File: src/rtl/gsf_pkg.sv
// Shared types, constants and helper functions of the gzip stored-block framer.
`timescale 1ns / 1ps

package gsf_pkg;

    // Input commands
    localparam logic CMD_START = 1'b0;
    localparam logic CMD_DATA  = 1'b1;

    localparam int BLK_LEN_W = 16;
    localparam logic [31:0] MAX_BLOCK_BYTES = 32'd65535;

    localparam logic [31:0] CRC_POLY = 32'hedb88320;
    localparam logic [31:0] CRC_INIT = 32'hffffffff;

    localparam int GZ_HEAD_LEN = 10;

    // Job queue between front and back
    localparam int Q_DEPTH = 4;
    localparam int Q_AW    = $clog2(Q_DEPTH);

    typedef enum logic [1:0] {
        JOB_START,
        JOB_DATA,
        JOB_DROP
    } t_job_kind;

    typedef struct packed {
        t_job_kind              kind;
        logic                   blk_hdr;
        logic                   bfinal;
        logic [BLK_LEN_W-1:0]   blk_len;
        logic [7:0]             data;
        logic                   trailer;
        logic [31:0]            crc;
        logic [31:0]            len;
    } t_job;

    typedef enum logic [2:0] {
        BK_NEXT,
        BK_GZHDR,
        BK_BLKHDR,
        BK_DATA,
        BK_TRAIL,
        BK_DROP
    } t_bk_state;

    // Fixed gzip member header: deflate, no flags, no mtime, unknown OS
    function automatic logic [7:0] gz_head_byte(input logic [3:0] idx);
        logic [7:0] b;
        case (idx)
            4'd0:    b = 8'h1f;
            4'd1:    b = 8'h8b;
            4'd2:    b = 8'h08;
            4'd9:    b = 8'hff;
            default: b = 8'h00;
        endcase
        return b;
    endfunction

    // Reflected CRC-32, one byte, bitwise
    function automatic logic [31:0] crc_byte(input logic [31:0] crc_in,
                                             input logic [7:0]  b);
        logic [31:0] c;
        c = crc_in ^ {24'd0, b};
        for (int i = 0; i < 8; i++) begin
            c = (c >> 1) ^ (CRC_POLY & {32{c[0]}});
        end
        return c;
    endfunction

endpackage

File: src/rtl/gsf_if.sv
// Channel interfaces of the framer: input requests, output bytes, length register writes.
`timescale 1ns / 1ps

interface gsf_in_if;
    logic       valid;
    logic       ready;
    logic       command;
    logic [7:0] data_byte;

    modport source (output valid, output command, output data_byte, input ready);
    modport sink   (input valid, input command, input data_byte, output ready);
endinterface

interface gsf_out_if;
    logic       valid;
    logic       ready;
    logic [7:0] out_byte;
    logic       run_last;
    logic       member_done;
    logic       overrun;

    modport source (output valid, output out_byte, output run_last,
                    output member_done, output overrun, input ready);
    modport sink   (input valid, input out_byte, input run_last,
                    input member_done, input overrun, output ready);
endinterface

interface gsf_cfg_if;
    logic        valid;
    logic        ready;
    logic [31:0] data;

    modport source (output valid, output data, input ready);
    modport sink   (input valid, input data, output ready);
endinterface

File: src/rtl/gsf_front.sv
// Front end: accepts requests, keeps CRC and length state, classifies each request into a job.
`timescale 1ns / 1ps

module gsf_front (
    input  logic          i_clk,
    input  logic          i_rst_n,
    gsf_in_if.sink        i_in,
    gsf_cfg_if.sink       i_cfg,
    input  logic          i_q_full,
    output logic          o_push,
    output gsf_pkg::t_job o_job
);

    logic [31:0]                  r_len;
    logic [31:0]                  r_crc;
    logic [31:0]                  r_taken;
    logic [gsf_pkg::BLK_LEN_W-1:0] r_blk_rem;
    logic                         r_open;

    logic [31:0]                  n_crc;
    logic [31:0]                  n_taken;
    logic [gsf_pkg::BLK_LEN_W-1:0] n_blk_rem;
    logic                         n_open;

    logic                         accept;
    logic [31:0]                  left;
    logic                         fits;
    logic [gsf_pkg::BLK_LEN_W-1:0] size;
    logic                         need_hdr;
    logic [31:0]                  taken_inc;
    logic [31:0]                  crc_new;
    logic [gsf_pkg::BLK_LEN_W-1:0] rem_base;
    logic                         closing;
    logic                         dropping;

    assign i_in.ready  = !i_q_full;
    assign i_cfg.ready = 1'b1;
    assign accept      = i_in.valid && !i_q_full;
    assign o_push      = accept;

    assign left      = r_len - r_taken;
    assign fits      = (left <= gsf_pkg::MAX_BLOCK_BYTES);
    assign size      = fits ? left[gsf_pkg::BLK_LEN_W-1:0]
                            : gsf_pkg::MAX_BLOCK_BYTES[gsf_pkg::BLK_LEN_W-1:0];
    assign need_hdr  = (r_blk_rem == '0);
    assign taken_inc = r_taken + 32'd1;
    assign crc_new   = gsf_pkg::crc_byte(r_crc, i_in.data_byte);
    assign rem_base  = need_hdr ? size : r_blk_rem;
    assign closing   = (taken_inc == r_len);
    assign dropping  = !r_open || (r_taken >= r_len);

    always_comb begin
        n_crc     = r_crc;
        n_taken   = r_taken;
        n_blk_rem = r_blk_rem;
        n_open    = r_open;

        o_job         = '0;
        o_job.kind    = gsf_pkg::JOB_DROP;
        o_job.data    = i_in.data_byte;
        o_job.blk_len = size;
        o_job.bfinal  = fits;

        case (i_in.command)
            gsf_pkg::CMD_START: begin
                o_job.kind    = gsf_pkg::JOB_START;
                // empty member closes at once with an all-zero trailer
                o_job.trailer = (r_len == '0);
                n_crc         = gsf_pkg::CRC_INIT;
                n_taken       = '0;
                n_blk_rem     = '0;
                n_open        = (r_len != '0);
            end
            gsf_pkg::CMD_DATA: begin
                if (!dropping) begin
                    o_job.kind    = gsf_pkg::JOB_DATA;
                    o_job.blk_hdr = need_hdr;
                    o_job.trailer = closing;
                    o_job.crc     = crc_new ^ gsf_pkg::CRC_INIT;
                    o_job.len     = taken_inc;
                    n_crc         = crc_new;
                    n_taken       = taken_inc;
                    n_blk_rem     = closing ? '0 : rem_base - 1'b1;
                    n_open        = !closing;
                end
            end
            default: begin
                o_job.kind = gsf_pkg::JOB_DROP;
            end
        endcase
    end

    always_ff @(posedge i_clk) begin
        if (!i_rst_n) begin
            r_len     <= '0;
            r_crc     <= gsf_pkg::CRC_INIT;
            r_taken   <= '0;
            r_blk_rem <= '0;
            r_open    <= 1'b0;
        end else begin
            if (i_cfg.valid) begin
                r_len <= i_cfg.data;
            end
            if (accept) begin
                r_crc     <= n_crc;
                r_taken   <= n_taken;
                r_blk_rem <= n_blk_rem;
                r_open    <= n_open;
            end
        end
    end

endmodule

File: src/rtl/gsf_queue.sv
// Short job queue decoupling the front end from the byte emitter.
`timescale 1ns / 1ps

module gsf_queue (
    input  logic          i_clk,
    input  logic          i_rst_n,
    input  logic          i_push,
    input  gsf_pkg::t_job i_job,
    input  logic          i_pop,
    output logic          o_full,
    output logic          o_head_valid,
    output gsf_pkg::t_job o_head
);

    gsf_pkg::t_job             r_mem [gsf_pkg::Q_DEPTH];
    logic [gsf_pkg::Q_AW-1:0]  r_wr;
    logic [gsf_pkg::Q_AW-1:0]  r_rd;
    logic [gsf_pkg::Q_AW:0]    r_count;

    logic                      do_pop;

    assign o_full       = (r_count == (gsf_pkg::Q_AW+1)'(gsf_pkg::Q_DEPTH));
    assign o_head_valid = (r_count != '0);
    assign o_head       = r_mem[r_rd];
    assign do_pop       = i_pop && o_head_valid;

    always_ff @(posedge i_clk) begin
        if (i_push) begin
            r_mem[r_wr] <= i_job;
        end
    end

    always_ff @(posedge i_clk) begin
        if (!i_rst_n) begin
            r_wr    <= '0;
            r_rd    <= '0;
            r_count <= '0;
        end else begin
            if (i_push) begin
                r_wr <= r_wr + 1'b1;
            end
            if (do_pop) begin
                r_rd <= r_rd + 1'b1;
            end
            case ({i_push, do_pop})
                2'b10:   r_count <= r_count + 1'b1;
                2'b01:   r_count <= r_count - 1'b1;
                default: r_count <= r_count;
            endcase
        end
    end

endmodule

File: src/rtl/gsf_back.sv
// Back end: walks each queued job byte by byte into a registered output stage.
`timescale 1ns / 1ps

module gsf_back (
    input  logic          i_clk,
    input  logic          i_rst_n,
    input  logic          i_head_valid,
    input  gsf_pkg::t_job i_head,
    output logic          o_pop,
    gsf_out_if.source     o_out
);

    gsf_pkg::t_bk_state r_state;
    gsf_pkg::t_bk_state n_state;
    gsf_pkg::t_bk_state cur;
    logic [3:0]         r_idx;
    logic [3:0]         n_idx;

    logic               r_out_valid;
    logic [7:0]         r_out_byte;
    logic               r_run_last;
    logic               r_member_done;
    logic               r_overrun;

    logic               step;
    logic               job_end;
    logic [7:0]         byte_sel;
    logic               done_sel;
    logic               ovr_sel;
    logic [31:0]        trail_word;

    assign step  = i_head_valid && (!r_out_valid || o_out.ready);
    assign o_pop = step && job_end;

    assign o_out.valid       = r_out_valid;
    assign o_out.out_byte    = r_out_byte;
    assign o_out.run_last    = r_run_last;
    assign o_out.member_done = r_member_done;
    assign o_out.overrun     = r_overrun;

    assign trail_word = r_idx[2] ? i_head.len : i_head.crc;

    always_comb begin
        // a fresh job picks its first phase from its kind
        cur = r_state;
        if (r_state == gsf_pkg::BK_NEXT) begin
            case (i_head.kind)
                gsf_pkg::JOB_START: cur = gsf_pkg::BK_GZHDR;
                gsf_pkg::JOB_DATA:  cur = i_head.blk_hdr ? gsf_pkg::BK_BLKHDR
                                                         : gsf_pkg::BK_DATA;
                default:            cur = gsf_pkg::BK_DROP;
            endcase
        end

        n_state  = cur;
        n_idx    = r_idx + 4'd1;
        job_end  = 1'b0;
        byte_sel = 8'h00;
        done_sel = 1'b0;
        ovr_sel  = 1'b0;

        case (cur)
            gsf_pkg::BK_GZHDR: begin
                byte_sel = gsf_pkg::gz_head_byte(r_idx);
                if (r_idx == 4'(gsf_pkg::GZ_HEAD_LEN - 1)) begin
                    n_idx = '0;
                    if (i_head.trailer) begin
                        n_state = gsf_pkg::BK_TRAIL;
                    end else begin
                        job_end = 1'b1;
                    end
                end
            end
            gsf_pkg::BK_BLKHDR: begin
                case (r_idx)
                    4'd0:    byte_sel = {7'd0, i_head.bfinal};
                    4'd1:    byte_sel = i_head.blk_len[7:0];
                    4'd2:    byte_sel = i_head.blk_len[15:8];
                    4'd3:    byte_sel = ~i_head.blk_len[7:0];
                    default: byte_sel = ~i_head.blk_len[15:8];
                endcase
                if (r_idx == 4'd4) begin
                    n_idx   = '0;
                    n_state = gsf_pkg::BK_DATA;
                end
            end
            gsf_pkg::BK_DATA: begin
                byte_sel = i_head.data;
                n_idx    = '0;
                if (i_head.trailer) begin
                    n_state = gsf_pkg::BK_TRAIL;
                end else begin
                    job_end = 1'b1;
                end
            end
            gsf_pkg::BK_TRAIL: begin
                case (r_idx[1:0])
                    2'd0:    byte_sel = trail_word[7:0];
                    2'd1:    byte_sel = trail_word[15:8];
                    2'd2:    byte_sel = trail_word[23:16];
                    default: byte_sel = trail_word[31:24];
                endcase
                if (r_idx == 4'd7) begin
                    done_sel = 1'b1;
                    job_end  = 1'b1;
                end
            end
            default: begin
                // dropped payload byte
                ovr_sel = 1'b1;
                job_end = 1'b1;
            end
        endcase

        if (job_end) begin
            n_state = gsf_pkg::BK_NEXT;
            n_idx   = '0;
        end
    end

    always_ff @(posedge i_clk) begin
        if (!i_rst_n) begin
            r_state     <= gsf_pkg::BK_NEXT;
            r_idx       <= '0;
            r_out_valid <= 1'b0;
        end else begin
            if (step) begin
                r_state     <= n_state;
                r_idx       <= n_idx;
                r_out_valid <= 1'b1;
            end else if (o_out.ready) begin
                r_out_valid <= 1'b0;
            end
        end
    end

    always_ff @(posedge i_clk) begin
        if (step) begin
            r_out_byte    <= byte_sel;
            r_run_last    <= job_end;
            r_member_done <= done_sel;
            r_overrun     <= ovr_sel;
        end
    end

endmodule

File: src/rtl/gzip_stored_block_framer.sv
// Top level of the gzip stored-block framer.
// Wraps a payload of stream_length bytes as one gzip member of stored deflate blocks.
// A start request (command 0) resets the CRC and byte count and yields the 10-byte gzip
// header, plus the 8-byte trailer when the length is zero. Each payload request (command 1)
// yields its byte, preceded by a 5-byte block header at every block boundary (blocks of up
// to 65535 bytes) and followed by the CRC-32 and length trailer after the last byte. A
// payload byte with no open member or beyond the length yields one zero byte with overrun
// set. Requests are taken one per cycle while the 4-entry job queue has room; the output
// side emits one byte per cycle while its sink is ready. A request yields 1 byte for a
// plain byte, 6 at a block boundary, 9 or 14 when closing the member, 10 or 18 for a start.
// The output byte rate bounds sustained throughput. Write stream_length only while idle.
`timescale 1ns / 1ps

module gzip_stored_block_framer (
    input  logic       i_clk,
    input  logic       i_rst_n,
    gsf_in_if.sink     i_in,
    gsf_cfg_if.sink    i_cfg,
    gsf_out_if.source  o_out
);

    logic          push;
    gsf_pkg::t_job job;
    logic          q_full;
    logic          head_valid;
    gsf_pkg::t_job head;
    logic          pop;

    gsf_front u_front (
        .i_clk    (i_clk),
        .i_rst_n  (i_rst_n),
        .i_in     (i_in),
        .i_cfg    (i_cfg),
        .i_q_full (q_full),
        .o_push   (push),
        .o_job    (job)
    );

    gsf_queue u_queue (
        .i_clk        (i_clk),
        .i_rst_n      (i_rst_n),
        .i_push       (push),
        .i_job        (job),
        .i_pop        (pop),
        .o_full       (q_full),
        .o_head_valid (head_valid),
        .o_head       (head)
    );

    gsf_back u_back (
        .i_clk        (i_clk),
        .i_rst_n      (i_rst_n),
        .i_head_valid (head_valid),
        .i_head       (head),
        .o_pop        (pop),
        .o_out        (o_out)
    );

endmodule
File: src/flat_wrapper.sv
// flat-port wrapper written by rule: the top's interface ports become plain ports
module gzip_stored_block_framer_flat 
  (i_clk, i_rst_n, i_in_valid, i_in_command, i_in_data_byte, i_in_ready, i_cfg_valid, i_cfg_data, i_cfg_ready, o_out_valid, o_out_out_byte, o_out_run_last, o_out_member_done, o_out_overrun, o_out_ready);
  gsf_in_if i_in_i ();
  gsf_cfg_if i_cfg_i ();
  gsf_out_if o_out_i ();
  input  logic i_clk;
  input  logic i_rst_n;
  input wire logic [$bits(i_in_i.valid)-1:0] i_in_valid;
  input wire logic [$bits(i_in_i.command)-1:0] i_in_command;
  input wire logic [$bits(i_in_i.data_byte)-1:0] i_in_data_byte;
  output wire logic [$bits(i_in_i.ready)-1:0] i_in_ready;
  input wire logic [$bits(i_cfg_i.valid)-1:0] i_cfg_valid;
  input wire logic [$bits(i_cfg_i.data)-1:0] i_cfg_data;
  output wire logic [$bits(i_cfg_i.ready)-1:0] i_cfg_ready;
  output wire logic [$bits(o_out_i.valid)-1:0] o_out_valid;
  output wire logic [$bits(o_out_i.out_byte)-1:0] o_out_out_byte;
  output wire logic [$bits(o_out_i.run_last)-1:0] o_out_run_last;
  output wire logic [$bits(o_out_i.member_done)-1:0] o_out_member_done;
  output wire logic [$bits(o_out_i.overrun)-1:0] o_out_overrun;
  input wire logic [$bits(o_out_i.ready)-1:0] o_out_ready;
  assign i_in_i.valid = i_in_valid;
  assign i_in_i.command = i_in_command;
  assign i_in_i.data_byte = i_in_data_byte;
  assign i_in_ready = i_in_i.ready;
  assign i_cfg_i.valid = i_cfg_valid;
  assign i_cfg_i.data = i_cfg_data;
  assign i_cfg_ready = i_cfg_i.ready;
  assign o_out_valid = o_out_i.valid;
  assign o_out_out_byte = o_out_i.out_byte;
  assign o_out_run_last = o_out_i.run_last;
  assign o_out_member_done = o_out_i.member_done;
  assign o_out_overrun = o_out_i.overrun;
  assign o_out_i.ready = o_out_ready;
  gzip_stored_block_framer u_core (.i_clk(i_clk), .i_rst_n(i_rst_n), .i_in(i_in_i), .i_cfg(i_cfg_i), .o_out(o_out_i));
endmodule
File: config.mk
export PLATFORM = sky130hd
export DESIGN_NAME = gzip_stored_block_framer_flat
export DESIGN_NICKNAME = d
export VERILOG_FILES = /design/src/rtl/gsf_pkg.sv /design/src/rtl/gsf_if.sv /design/src/rtl/gsf_front.sv /design/src/rtl/gsf_queue.sv /design/src/rtl/gsf_back.sv /design/src/rtl/gzip_stored_block_framer.sv /design/src/flat_wrapper.sv
export SDC_FILE = /design/constraint.sdc
export NUM_CORES = 1
export LEC_CHECK = 0
export ABC_AREA = 1
export BUFFER_PORTS_ARGS = -buffer_cell sky130_fd_sc_hd__buf_2
export CAP_MARGIN = 20
export CORE_MARGIN = 2
export CORE_UTILIZATION = 44
export CTS_CLUSTER_DIAMETER = 40
export DETAILED_ROUTE_END_ITERATION = 12
export GPL_TIMING_DRIVEN = 0
export SYNTH_ARGS = -nofsm -noshare
export SYNTH_HDL_FRONTEND = slang
export SYNTH_HIERARCHICAL = 1
export SYNTH_SLANG_ARGS = --single-unit
File: constraint.sdc
create_clock -name i_clk -period 8.9 [get_ports i_clk]
set_input_delay 1.335 -clock i_clk [delete_from_list [all_inputs] [get_ports i_clk]]
set_output_delay 1.335 -clock i_clk [all_outputs]
set_load 0.05 [all_outputs]
==> results of run 1 <==
[per-layer routing]
layer,up-vias,track usage,share of wire
met1,10160,0.3373,0.42
li1,10290,-,-
met5,-,0,0
met4,0,0.1067,0.040
met3,162,0.04423,0.065
met2,772,0.4197,0.47
[tightest hold or removal path, stage by stage (launching register included)]
cell	delay (ns)
dfxtp_1	0.34
nand2_1	0.06
nand3_1	0.05
[per-stage QoR]
stage / setup WS (ns) / util / cells / power, mW / hold slack [ns]
6_report: 3.951 / 0.5142 / 3955 / 9.519 / 0.4799
4_1_cts: 4.160 / 0.5142 / 3955 / 9.530 / 0.4799
3_5_place_dp: 4.183 / 0.4669 / 3807 / 6.330 / 0.4675
2_1_floorplan: 4.675 / - / 2973 / 5.338 / 0.4409
3_3_place_gp: 2.178 / 0.4647 / 3803 / 6.285 / 0.4520
5_1_grt: 3.777 / 0.5142 / 3955 / 10.01 / 0.5007
[cells in the final DEF (no fill, tap or decap), drive strengths merged, types with 4 or more instances in the layout]
| cell | instances |
|---|---|
| a21o | 4 |
| a21oi | 135 |
| and2 | 6 |
| buf | 118 |
| bufinv | 9 |
| clkbuf | 163 |
| clkinv | 24 |
| clkinvlp | 10 |
| dfxtp | 130 |
| edfxtp | 383 |
| ha | 44 |
| inv | 306 |
| nand2 | 691 |
| nand3 | 147 |
| nand4 | 31 |
| nor2 | 423 |
| nor3 | 24 |
| nor4 | 15 |
| o2111ai | 14 |
| o21ai | 268 |
| o22ai | 93 |
| or2 | 11 |
| xnor2 | 45 |
| xor2 | 74 |
[how the worst max path moves through the flow]
stage,startpoint,depth (start not counted),endpoint
3_5_place_dp,u_core/u_front/r_taken[21],18,u_core/u_front/r_crc[9]
3_3_place_gp,i_in_valid,6,u_core/u_queue/r_mem[3][27]
4_1_cts,u_core/u_front/r_taken[21],18,u_core/u_front/r_crc[15]
6_report,u_core/u_front/r_len[0],20,u_core/u_front/r_crc[15]
2_1_floorplan,i_in_valid,5,u_core/u_queue/r_mem[0][0]
5_1_grt,u_core/u_front/r_taken[23],18,u_core/u_front/r_crc[10]
[layout make-up]
class                      count  share of cell area
sequential                   513              0.4656
multi-input combinational   2039              0.3374
clock buffer                  89             0.06932
inverter                     290             0.03668
tap                          773             0.03193
buffer                       131             0.02342
clock inverter                59             0.02255
timing repair buffer          61             0.01305
[state kept, by name (all words and copies together) (netlist names), named ones only]
name                             cells
u_core/u_queue/r_wr                  2
u_core/u_front/r_taken              32
u_core/u_back/o_out.out_byte         8
u_core/u_back/o_out.overrun          1
u_core/u_back/o_out.valid            1
u_core/u_queue/r_rd                  2
u_core/u_front/r_open                1
u_core/u_front/r_blk_rem            16
u_core/u_back/o_out.member_done      1
u_core/u_back/r_state                3
u_core/u_queue/r_mem               372
u_core/u_back/o_out.run_last         1
u_core/u_back/r_idx                  4
u_core/u_front/r_len                32
u_core/u_front/r_crc                32
u_core/u_queue/r_count               3
[power breakdown]
group	switching, mW	leakage, nW	total [mW]	internal, mW
sequential	0.110	4.47	2.93	2.82
combinational	2.42	5.88	3.40	0.985
clock	1.18	1.33	3.19	2.00
[logic make-up after synthesis]
family	Yosys count	synth area share
buffers and inverters	421	0.06892
DFF	513	0.5399
xor gates and xnor gates	119	0.03990
adders and majority gates	46	0.02261
and+or+nand+nor	1353	0.2196
AOI/OAI and AO/OA	520	0.1089
other	1	0.0001435
==> out/results.txt, run 1 <==
The run finished with clean final reports. Of all nets on the critical path, the largest fanout is 10. The critical path contains buffers and inverters numbering 4 combined. Cell count of the worst hold path: 2.

Synthesis produced a netlist whose cell count is 2973. The number of port buffers came out at 57. The reg-to-reg setup timing slack came out at 3.95 ns. The cell class contributing the biggest share of worst-path delay was simple AND/OR/NAND/NOR gates. Synthesis inferred 513 register bits. The number of fill cells in the layout is 5374. The share of final-layout standard cells stronger than drive strength 1 is 0.1059, and the total wirelength of the detailed-routed design is 78.72 mm. The number of setup buffers added after CTS is 0. The wire length of the first global-routing pass is 119.0 mm.

The tools report the initial antenna violation count as 0. The clock period could shrink to 4.949 ns. 60 I/O pins were placed. After synthesis, the most frequently instantiated cells are nand2_1 (676), nor2_1 (405), edfxtp_1 (383).

STA classifies the critical path endpoint as a flip-flop. For the cell area after placement, the log shows 27510 sq um. Yosys attributes the largest share of cell area to edfxtp_1 (44%), dfxtp_1 (10%), nand2_1 (9.7%). After clock tree synthesis, the repair step resized 0 gates.

Worst max-slew margin expressed relative to the limit: 0.2807. Among all cell types in the netlist, the one instantiated most often is nand2_1. The tools report the H-tree depth as 3. The leading register cell type out of synthesis is edfxtp_1. The run gives 67 as the largest net degree at the start of global routing.

The worst register-to-register path ends at u_core/u_front/r_crc[15]. For the pin with the worst max-slew slack, the measured transition is 1.079 ns. The clock latency at the later pin of the worst-skew pair came out at 0.61 ns. Detailed placement ended at an HPWL of 56.72 mm. The congestion estimate from routability-driven global placement came to 1.041. The run gives 20550 as the number of global-route vias before repair. The final layout contains 3207 nets. The async set or reset register ratio after synthesis is 0, and the portion of the post-synthesis area used by sequential elements is 0.5399. Before antenna repair, the detailed router went through 5 iterations. In this run the standard cell core region covers 58910 sq um. TritonCTS built the clock tree. The startpoint identified for the worst hold timing path is u_core/u_front/r_crc[5]. The share of the synthesized area in the top cell type works out to 0.4403. Path type of the worst setup path: flip-flop to flip-flop. Clock tree synthesis found a total of 513 sinks. The cell count of the worst reg-to-reg path works out to 20. Buffers inserted to repair hold after CTS numbered 0. On the critical path, the stage with the largest delay is an instance of clkinv_1.

Counting every net in the synthesized netlist gives 3065. The ratio of final minimum period to clock period works out to 0.5561. For this run, design rule violations remaining after detail routing come to 0. During synthesis, Yosys emitted a total of 6 warnings. The path class of the tightest hold or removal check is flip-flop to flip-flop.

0 antenna diodes ended up in the layout. Clock-pin slew was measured on the worst setup and hold paths at 0.05 ns. The run gives 11.68 nW as the leakage power. Setup repair after global routing left no endpoint under its margin. The synthesized design spends more area on one cell type than any other, namely edfxtp_1. The longest individual stage delay on the worst path is 0.53 ns.

The tools report the number of DRC markers after the initial detailed-route iteration as 1920. The worst-case IR drop observed on VDD is 0.0001921 V. The sequential cells in the finished layout cover a total of 14100 sq um. Once detail routing completed, the nets flagged for antenna violations numbered 0.

The area growth from synthesis to layout was 15.94%. Setup violations remaining at the end of the flow were counted as 0. In this run, synthesis inferred 383 flip-flops with an integrated enable.

The post-synth design cell area is 26120 sq um. The x dimension of the die came out at 247.7 um. The run gives 0 ns as the accumulated negative setup slack. The remaining global-route overflow is 0. Launching point of the worst reg2reg path: u_core/u_front/r_len[0]. Using the TritonRoute via totals, the vias-per-cell ratio works out to 5.407.

The tools report the count of max-cap constraint violations as 0. The number of different library cells used by synthesis comes to 51. The type of element launching the critical path is a flip-flop. Detailed routing inserted a total of 21380 vias. Across the routed clock network, the largest skew measured is 0.01878 ns. The most numerous cell on the critical path is nand2_1.

The tools report the number of buffers created by CTS as 79. The initial core utilization came out at 0.4435. The die is 247.7 um tall.

The hold violation count in the final report was 0; the arrival time of data at the critical path endpoint was 5.42 ns. For the max-slew violation count, the log shows 0. Cell row count: 89.

For this run, the top clock speed supported by timing is 202.1 MHz. The area of the die was 61340 sq um; the total non-filler cell area in the finished layout was 30290 sq um. The logs give 0.2566 for the overall global routing resource usage and 10220 sq um for the area used by multi-input combinational logic. The root buffer cell was clkbuf_16. The path with the worst hold slack has its endpoint at u_core/u_front/r_crc[5]. The critical path goes through inv_1, ha_1, fa_1, inv_1, nand2_1, nand2_1, nand3_1, nand2_1, nand2_1, nand3_1, nand2_1, o2111ai_1, nand3_1, nor2_1, clkinv_1, clkbuf_1, nor2_1, nand2_1, o21ai_0, nand2_1.

Each instance of the synthesized netlist takes up on average 8.787 sq um. The maximum buffer depth of the clock tree came out at 3. Dividing total power by cell area gives a power density of 314.3 nW/um^2. In the final routed layout, each cell accounts on average for 19.90 um.

At the worst endpoint, the required time is 9.37 ns.
Note: power is estimated with default switching activity, not from simulation.
==> run 2, diff against run 1 <==
==> constraint.sdc (replaced) <==
create_clock -name i_clk -period 4 [get_ports i_clk]
set_input_delay 0.6 -clock i_clk [delete_from_list [all_inputs] [get_ports i_clk]]
set_output_delay 0.6 -clock i_clk [all_outputs]
set_load 0.05 [all_outputs]
==> run 2 against run 1 <==
Net effect:
- register-to-register slack worse by 3.8 ns
- non-clock buffer count is 9 higher
- critical path depth is 3 lower
- critical path type unchanged
- critical endpoint is now u_core/u_front/r_open
==> out/results.txt, run 2 (same netlist as run 1, synthesis figures left out) <==
The logs give 257.4 MHz (+27%) for the maximum frequency from static timing analysis and 11.76 nW (+0.67%) for the leakage power. The final worst clock skew was 0.01614 ns (-0.002632 ns). The logs give 3 (unchanged) for the H-tree depth and 3964 (+0.23%) for the final cell count without fillers. Among all stages on the critical path, the largest delay is contributed by dfxtp_1.

The most numerous cell type found on the critical path is nor2_1. Worst setup slack after placement: -0.7172 ns (-4.900 ns). STA classifies the critical path startpoint as a flip-flop.

The run gives 56.72 mm (unchanged) as the detailed-placement wirelength estimate. For the total of endpoints with negative setup slack in the final report, the log shows 0 (unchanged). The number of port buffers is 57 (unchanged), and the maximum buffer depth of the clock tree is 3 (unchanged). TritonCTS built the clock tree. The library cells used most frequently in the layout, excluding fill and tap cells, are nand2_1 (672), edfxtp_1 (383), nor2_1 (366), inv_1 (273), o21ai_0 (212). The total vias in the final route is 21540 (+0.71%). The count of boundary I/O pins was 60 (unchanged); the average vias per placed instance was 5.433 (+0.48%). The hold-fix buffer count after cts was 0 (unchanged); the total non-filler cell area in the finished layout was 30730 sq um (+1.5%).

The max-slew violation count came out at 0 (unchanged). The remaining global-route overflow is 0 (unchanged), and the net count reported at finish is 3216 (+0.28%). In this run the clock root is driven by a clkbuf_16. The clock latency at the later pin of the worst-skew pair was 0.61 ns (about the same); the ratio of final minimum period to clock period was 0.9713 (+0.4152). The run gives 0 ns (unchanged) as the accumulated negative setup slack. The largest net degree at the start of global routing is 67 (unchanged), and the total power divided by cell area is 699.5 nW/um^2 (+120%). The run gives 21.50 mW (+130%) as the overall power consumption.

The number of routed nets with antenna violations was 0 (unchanged). The wire length of the first global-routing pass is 119.0 mm (about the same), and the final estimated routing congestion in global placement is 1.041 (unchanged). Setup repair after global routing could not meet its margin everywhere.

The area growth from synthesis to layout works out to 17.64%. The run gives 89 (unchanged) as the cell row count. For the worst-case setup margin in the final layout, the log shows 0.1149 ns (-3.836 ns). u_core/u_queue/r_mem holds more flip-flops than any other register.

The type of destination of the critical path was a flip-flop. The worst supply voltage drop on vdd came out at 0.0004286 V (+120%). The run gives 3807 (unchanged) as the number of placed instances, taps included. Traced cell by cell, the critical path runs through ha_1, nand2_1, nor2_1, nand3_1, nor2_2, inv_1, nor2_1, nand4_1, xor2_1, xnor2_1, nand3b_1, nor2_1, nand3_1, nand2_2, inv_1, o21ai_0, a21oi_1. The critical path in this run is classified as flip-flop to flip-flop.

The number of remaining DRC errors is 0 (unchanged). The longest individual stage delay on the worst path was 0.46 ns (-0.07 ns); the flip-flop and latch area was 14110 sq um (about the same). The die extent in y came out at 247.7 um (unchanged). The core footprint is 58910 sq um (unchanged).

The tools report the required arrival time at the worst endpoint as 4.45 ns (-4.92 ns). In this design, the largest share of critical-path delay is due to simple AND/OR/NAND/NOR gates. The logs give 6 (+1) for the number of iterations in the first detailed-routing pass and 79 (unchanged) for the number of buffers created by CTS. The slew at the pin closest to its max-slew limit came out at 1.073 ns (-0.005442 ns). The clock period minus final worst setup slack came out at 3.885 ns (-1.064 ns). Clock slew seen by the registers of the worst setup and hold paths: 0.05 ns (about the same). The run finished with clean final reports. The leading cell type in the layout, fill and taps excluded is nand2_1. The area of the die is 61340 sq um (unchanged), and the number of global-route vias before repair is 20570 (+0.12%). The logs give 27510 sq um (unchanged) for the cell area after placement and 4.34 ns (-1.08 ns) for the arrival time of data at the critical path endpoint. The largest fanout on the critical path is 5 (-5). The tools report the hold violation count in the final report as 0 (unchanged).

The tools report the worst max-slew margin expressed relative to the limit as 0.2843 (+0.003628). The path class of the tightest hold or removal check is primary input to flip-flop. For the number of DRC markers after the initial detailed-route iteration, the log shows 2062 (+7.4%). The initial core utilization is 0.4435 (unchanged). The tools report the area used by multi-input combinational logic as 10570 sq um (+3.4%).

The number of fill cells in the layout was 5341 (-0.61%); the flip-flop count of the largest register after layout was 372 (unchanged). The count of max-cap constraint violations is 0 (unchanged), and the final antenna diode count is 0 (unchanged). The number of buffers and inverters on the critical path came out at 2 (-2). The x dimension of the die came out at 247.7 um (unchanged). The total wirelength of the detailed-routed design came out at 78.98 mm (+0.34%).

Share of final-layout standard cells stronger than drive strength 1: 0.1329 (+0.02697). The average wire length per cell after detail routing is 19.93 um (+0.11%), and the initial antenna violation count is 0 (unchanged). Overall global routing resource usage: 0.2567 (about the same).

For the number of sinks driven by the clock tree, the log shows 513 (unchanged).
==> run 2: cell count changes in the layout (fill, tap and decap cells not counted), moves of 7 or more <==
cell     delta
nor2_1     -39
nor2_4     +12
buf_4      +10
nand3_1     -8
nand3_4     +7
ha_1        -8
nor2_2     +27
==> run 2: path summary, 6_finish.rpt <==
path | startpoint | slack, ns | end | cells past startpoint
worst max-delay path | u_core/u_front/r_taken[1] | 0.11 | u_core/u_front/r_open | 17
worst min-delay path | i_cfg_data[31] | 0.22 | u_core/u_front/r_len[31] | 3
worst max register to register | u_core/u_front/r_taken[1] | 0.11 | u_core/u_front/r_open | 17
worst min register to register | u_core/u_front/r_crc[4] | 0.48 | u_core/u_front/r_crc[4] | 2
==> run 2: layout make-up <==
type,instances,area share
multi-input cells,2039,0.3439
flip-flops and latches,513,0.4592
clock buffers,89,0.06832
repair buffers,71,0.01531
clock inverters,59,0.02223
inverters,290,0.03619
well taps,773,0.03147
plain buffers,130,0.02337
==> run 2: routing by layer <==
layer | vias to the layer above | global-route usage | wire [um]
li1 | 10310 | - | -
met1 | 10240 | 0.3373 | 32970
met2 | 811 | 0.4205 | 37140
met3 | 175 | 0.04379 | 5393
met4 | 0 | 0.1067 | 3483
met5 | - | 0 | 0
==> run 2: power by group <==
group | internal [mW] | switching [mW] | total [mW]
sequential | 6.27 | 0.245 | 6.52
combinational | 2.33 | 5.55 | 7.88
clock | 4.46 | 2.63 | 7.09
total | 13.1 | 8.43 | 21.5
==> run 2: repair_timing <==
item,4_1_cts,5_1_grt
buffers inserted,2,8
gates resized for setup,27,78
endpoints found under the hold margin,0,0
pin swaps,2,7
endpoints found under the setup margin,256,232
==> run 2: metrics by stage <==
step	utilization	hold WS (ns)
2_1_floorplan	-	0.4409
3_3_place_gp	0.4647	0.4520
3_5_place_dp	0.4669	0.4675
4_1_cts	0.5156	0.1974
5_1_grt	0.5217	0.2162
6_report	0.5217	0.2237
==> run 2: worst reg2reg max path, stage by stage, from the launching register on <==
cell and delay [ns]:
dfxtp_1 0.46, ha_1 0.24, nand2_1 0.08, nor2_1 0.14, nand3_1 0.15, nor2_2 0.30
inv_1 0.13, nor2_1 0.27, nand4_1 0.20, xor2_1 0.30, xnor2_1 0.09, nand3b_1 0.16
nor2_1 0.27, nand3_1 0.19, nand2_2 0.15, inv_1 0.09, o21ai_0 0.40, a21oi_1 0.12
==> run 3, diff against run 2 <==
--- a/config.mk
+++ b/config.mk
@@ -10,6 +10,7 @@
 export CAP_MARGIN = 20
 export CORE_MARGIN = 2
 export CORE_UTILIZATION = 44
+export CTS_BUF_LIST = sky130_fd_sc_hd__clkbuf_8
 export CTS_CLUSTER_DIAMETER = 40
 export DETAILED_ROUTE_END_ITERATION = 12
 export GPL_TIMING_DRIVEN = 0
==> run 3 against run 2 <==
Net effect:
- register-to-register slack worse by 0.03 ns
- sequential power hardly changed
- clock skew rose by 0.036 ns
- routed wire length up 0.32%
- die area did not move
- final cell count is 0.78% higher
- cell area down 3.0%
- setup slack worse by 0.032 ns
- total power shrank 10%
- flip-flop and latch count is the same
- first-iteration DRC count shrank 0.29%
- hold slack worse by 0.049 ns
- largest cell class unchanged
- largest power group unchanged
==> out/results.txt, run 3 (same netlist as run 1, synthesis figures left out) <==
The number of iterations in the first detailed-routing pass came out at 6 (unchanged). The worst setup path is launched from a flip-flop. TritonCTS built the clock tree. The number of port buffers works out to 57 (unchanged).

Leading cell type in the layout, fill and taps excluded: nand2_1. The clock period minus final worst setup slack is 3.917 ns (+0.03193 ns). The number of fill cells in the layout is 5513 (+3.2%), and the wire length of the first global-routing pass is 119.1 mm (about the same).

The final worst clock skew was 0.05248 ns (+0.03633 ns). The average wire length per cell after detail routing came out at 19.83 um (-0.46%). STA classifies the critical path endpoint as a flip-flop. The count of boundary I/O pins was 60 (unchanged).

The logs give 0.68 ns (+0.07 ns) for the clock latency at the later pin of the worst-skew pair and 3 (unchanged) for the H-tree depth. The most numerous cell on the critical path was nand2_1. The total power divided by cell area was 646.2 nW/um^2 (-7.6%).

The hold-fix buffer count after cts is 0 (unchanged). The tools report the area of the die as 61340 sq um (unchanged). The total of endpoints with negative setup slack in the final report was 0 (unchanged); the number of remaining DRC errors was 0 (unchanged). The average vias per placed instance works out to 5.428 (about the same). The flow ran to the end, and the final reports show no timing, DRC or antenna violations.

Walking the worst path, the cells encountered are inv_1, ha_1, nand2_1, nor2_1, nand2_1, nor2_2, nand2_1, nand3_1, nand2_1, o2111ai_1, nand3_2, buf_4, nor2_4, clkinv_2, buf_2, nor2_2, nand2_1, a21oi_1. The cell row count came out at 89 (unchanged). The tools report the flip-flop and latch area as 14110 sq um (about the same). The highest layer touched by signal routing is met4.

The top cell types in the final layout, fill and taps aside, are nand2_1 (671), edfxtp_1 (383), nor2_1 (361), inv_1 (312), o21ai_0 (212). The arrival time of data at the critical path endpoint came out at 4.50 ns (+0.16 ns). The initial core utilization was 0.4435 (unchanged).

Setup repair after global routing could not meet its margin everywhere. The met1 wire length was 32.95 mm (about the same); the count of max-cap constraint violations was 0 (unchanged). The register with the most flip-flops is u_core/u_queue/r_mem. The die extent in y was 247.7 um (unchanged).

Remaining global-route overflow: 0 (unchanged). The slowest stage of the critical path is the dfxtp_1 cell. The number of buffers and inverters on the critical path was 4 (+2).

The number of sinks driven by the clock tree is 513 (unchanged), and the clock slew seen by the registers of the worst setup and hold paths is 0.06 ns (about the same). The met3 wirelength from detailed routing was 5.808 mm (+7.7%); the max-slew violation count was 0 (unchanged). The largest net degree at the start of global routing is 67 (unchanged). The cell family contributing the most delay on the critical path is simple AND/OR/NAND/NOR gates.

The share of final-layout standard cells stronger than drive strength 1 was 0.1313 (-0.001548); the number of routed nets with antenna violations was 0 (unchanged). The cell sitting at the root of the clock tree is a clkbuf_8. The number of global-route vias before repair was 20720 (+0.71%); the hold violation count in the final report was 0 (unchanged). The total wirelength of the detailed-routed design came out at 79.24 mm (+0.32%). The worst max-slew margin expressed relative to the limit was 0.2790 (-0.005355). The net count reported at finish was 3234 (+0.56%).

The worst-case setup margin in the final layout came out at 0.08299 ns (-0.03193 ns). For the number of buffers created by CTS, the log shows 92 (+16%). The required arrival time at the worst endpoint was 4.58 ns (+0.13 ns). Type of the tightest min-delay check: primary input to flip-flop. The x dimension of the die works out to 247.7 um (unchanged).

The utilization after layout is 0.5060 (-0.01567). For the leakage power, the log shows 11.51 nW (-2.1%). The flip-flop count of the largest register after layout is 372 (unchanged).

Reg-to-reg setup timing slack: 0.08 ns (-0.03 ns). The path type of the worst setup path is flip-flop to flip-flop. The worst setup slack after placement was -0.7172 ns (unchanged); the overall global routing resource usage was 0.2572 (+0.0005250). The largest fanout on the critical path is 10 (+5), and the total vias in the final route is 21690 (+0.70%). For the core footprint, the log shows 58910 sq um (unchanged). Longest individual stage delay on the worst path: 0.42 ns (-0.04 ns). The slew at the pin closest to its max-slew limit works out to 1.082 ns (+0.008034 ns).

The ratio of final minimum period to clock period is 0.9793 (+0.007982), and the maximum buffer depth of the clock tree is 3 (unchanged). The final hold slack is 0.1745 ns (-0.04922 ns), and the area used by multi-input combinational logic is 10590 sq um (+0.17%). The area growth from synthesis to layout was 14.11%; the worst supply voltage drop on vdd was 0.0004816 V (+12%).

The detailed-placement wirelength estimate came out at 56.72 mm (unchanged). The final estimated routing congestion in global placement came out at 1.041 (unchanged). The wire length on met2 is 37.03 mm (-0.29%). The logs give 1 (+1) for the initial antenna violation count and 255.3 MHz (-0.82%) for the maximum frequency from static timing analysis. The overall power consumption is 19.26 mW (-10%), and the number of DRC markers after the initial detailed-route iteration is 2056 (-0.29%).
==> run 3: cell count changes in the layout (fill, tap and decap cells not counted), sizes merged <==
cell,before,now
clkinvlp,10,5
clkbuf,160,171
clkinv,24,29
inv,306,328
bufinv,9,4
buf,130,132
diode,0,1
==> run 3: worst paths after layout <==
kind                                                 start                          to  cells after the start
worst max register to register  u_core/u_front/r_taken[22]  u_core/u_front/r_taken[30]                     18
worst min-delay path                        i_cfg_data[31]    u_core/u_front/r_len[31]                      3
worst min register to register     u_core/u_front/r_crc[5]     u_core/u_front/r_crc[5]                      2
worst max-delay path            u_core/u_front/r_taken[22]  u_core/u_front/r_taken[30]                     18
==> run 3: cell type report <==
class | count | share of cell area
Sequential cell | 513 | 0.4733
Multi-Input combinational cell | 2039 | 0.3552
Clock buffer | 97 | 0.04479
Inverter | 290 | 0.03732
Tap cell | 773 | 0.03245
Buffer | 130 | 0.02397
Timing Repair Buffer | 76 | 0.01763
Clock inverter | 76 | 0.01524
Antenna cell | 1 | 0.00008395
==> run 3: per-layer routing <==
| layer | vias up | GRT usage |
|---|---|---|
| li1 | 10340 | - |
| met1 | 10280 | 0.3387 |
| met2 | 873 | 0.4197 |
| met3 | 194 | 0.03806 |
| met4 | 0 | 0.1184 |
| met5 | - | 0 |
==> run 3: power breakdown <==
group | total (mW) | internal [mW] | switching (mW) | leakage, nW
Combinational | 8.05 | 2.43 | 5.61 | 5.98
Clock | 4.70 | 2.52 | 2.17 | 1.05
Sequential | 6.52 | 6.27 | 0.245 | 4.48
==> run 3: what timing repair did <==
action | in CTS | in global routing
endpoints found under the hold margin | 0 | 0
gates resized for setup | 26 | 87
setup endpoints to repair | 256 | 213
pin swaps | 2 | 13
cloned | 0 | 1
setup buffers | 2 | 12
==> run 3: worst min-delay path, stage by stage <==
cell and delay (ns):
buf_2 0.07, nor2_1 0.03, nor2_1 0.08
==> run 3: through the flow <==
stage          setup TNS [ns]  instances  instance area [sq um]
6_report                    0       3995                  29810
4_1_cts                     0       3982                  29380
2_1_floorplan               0       2973                  26120
5_1_grt               -0.2099       3995                  29810
3_5_place_dp           -91.43       3807                  27510
3_3_place_gp          -790.02       3803                  27380
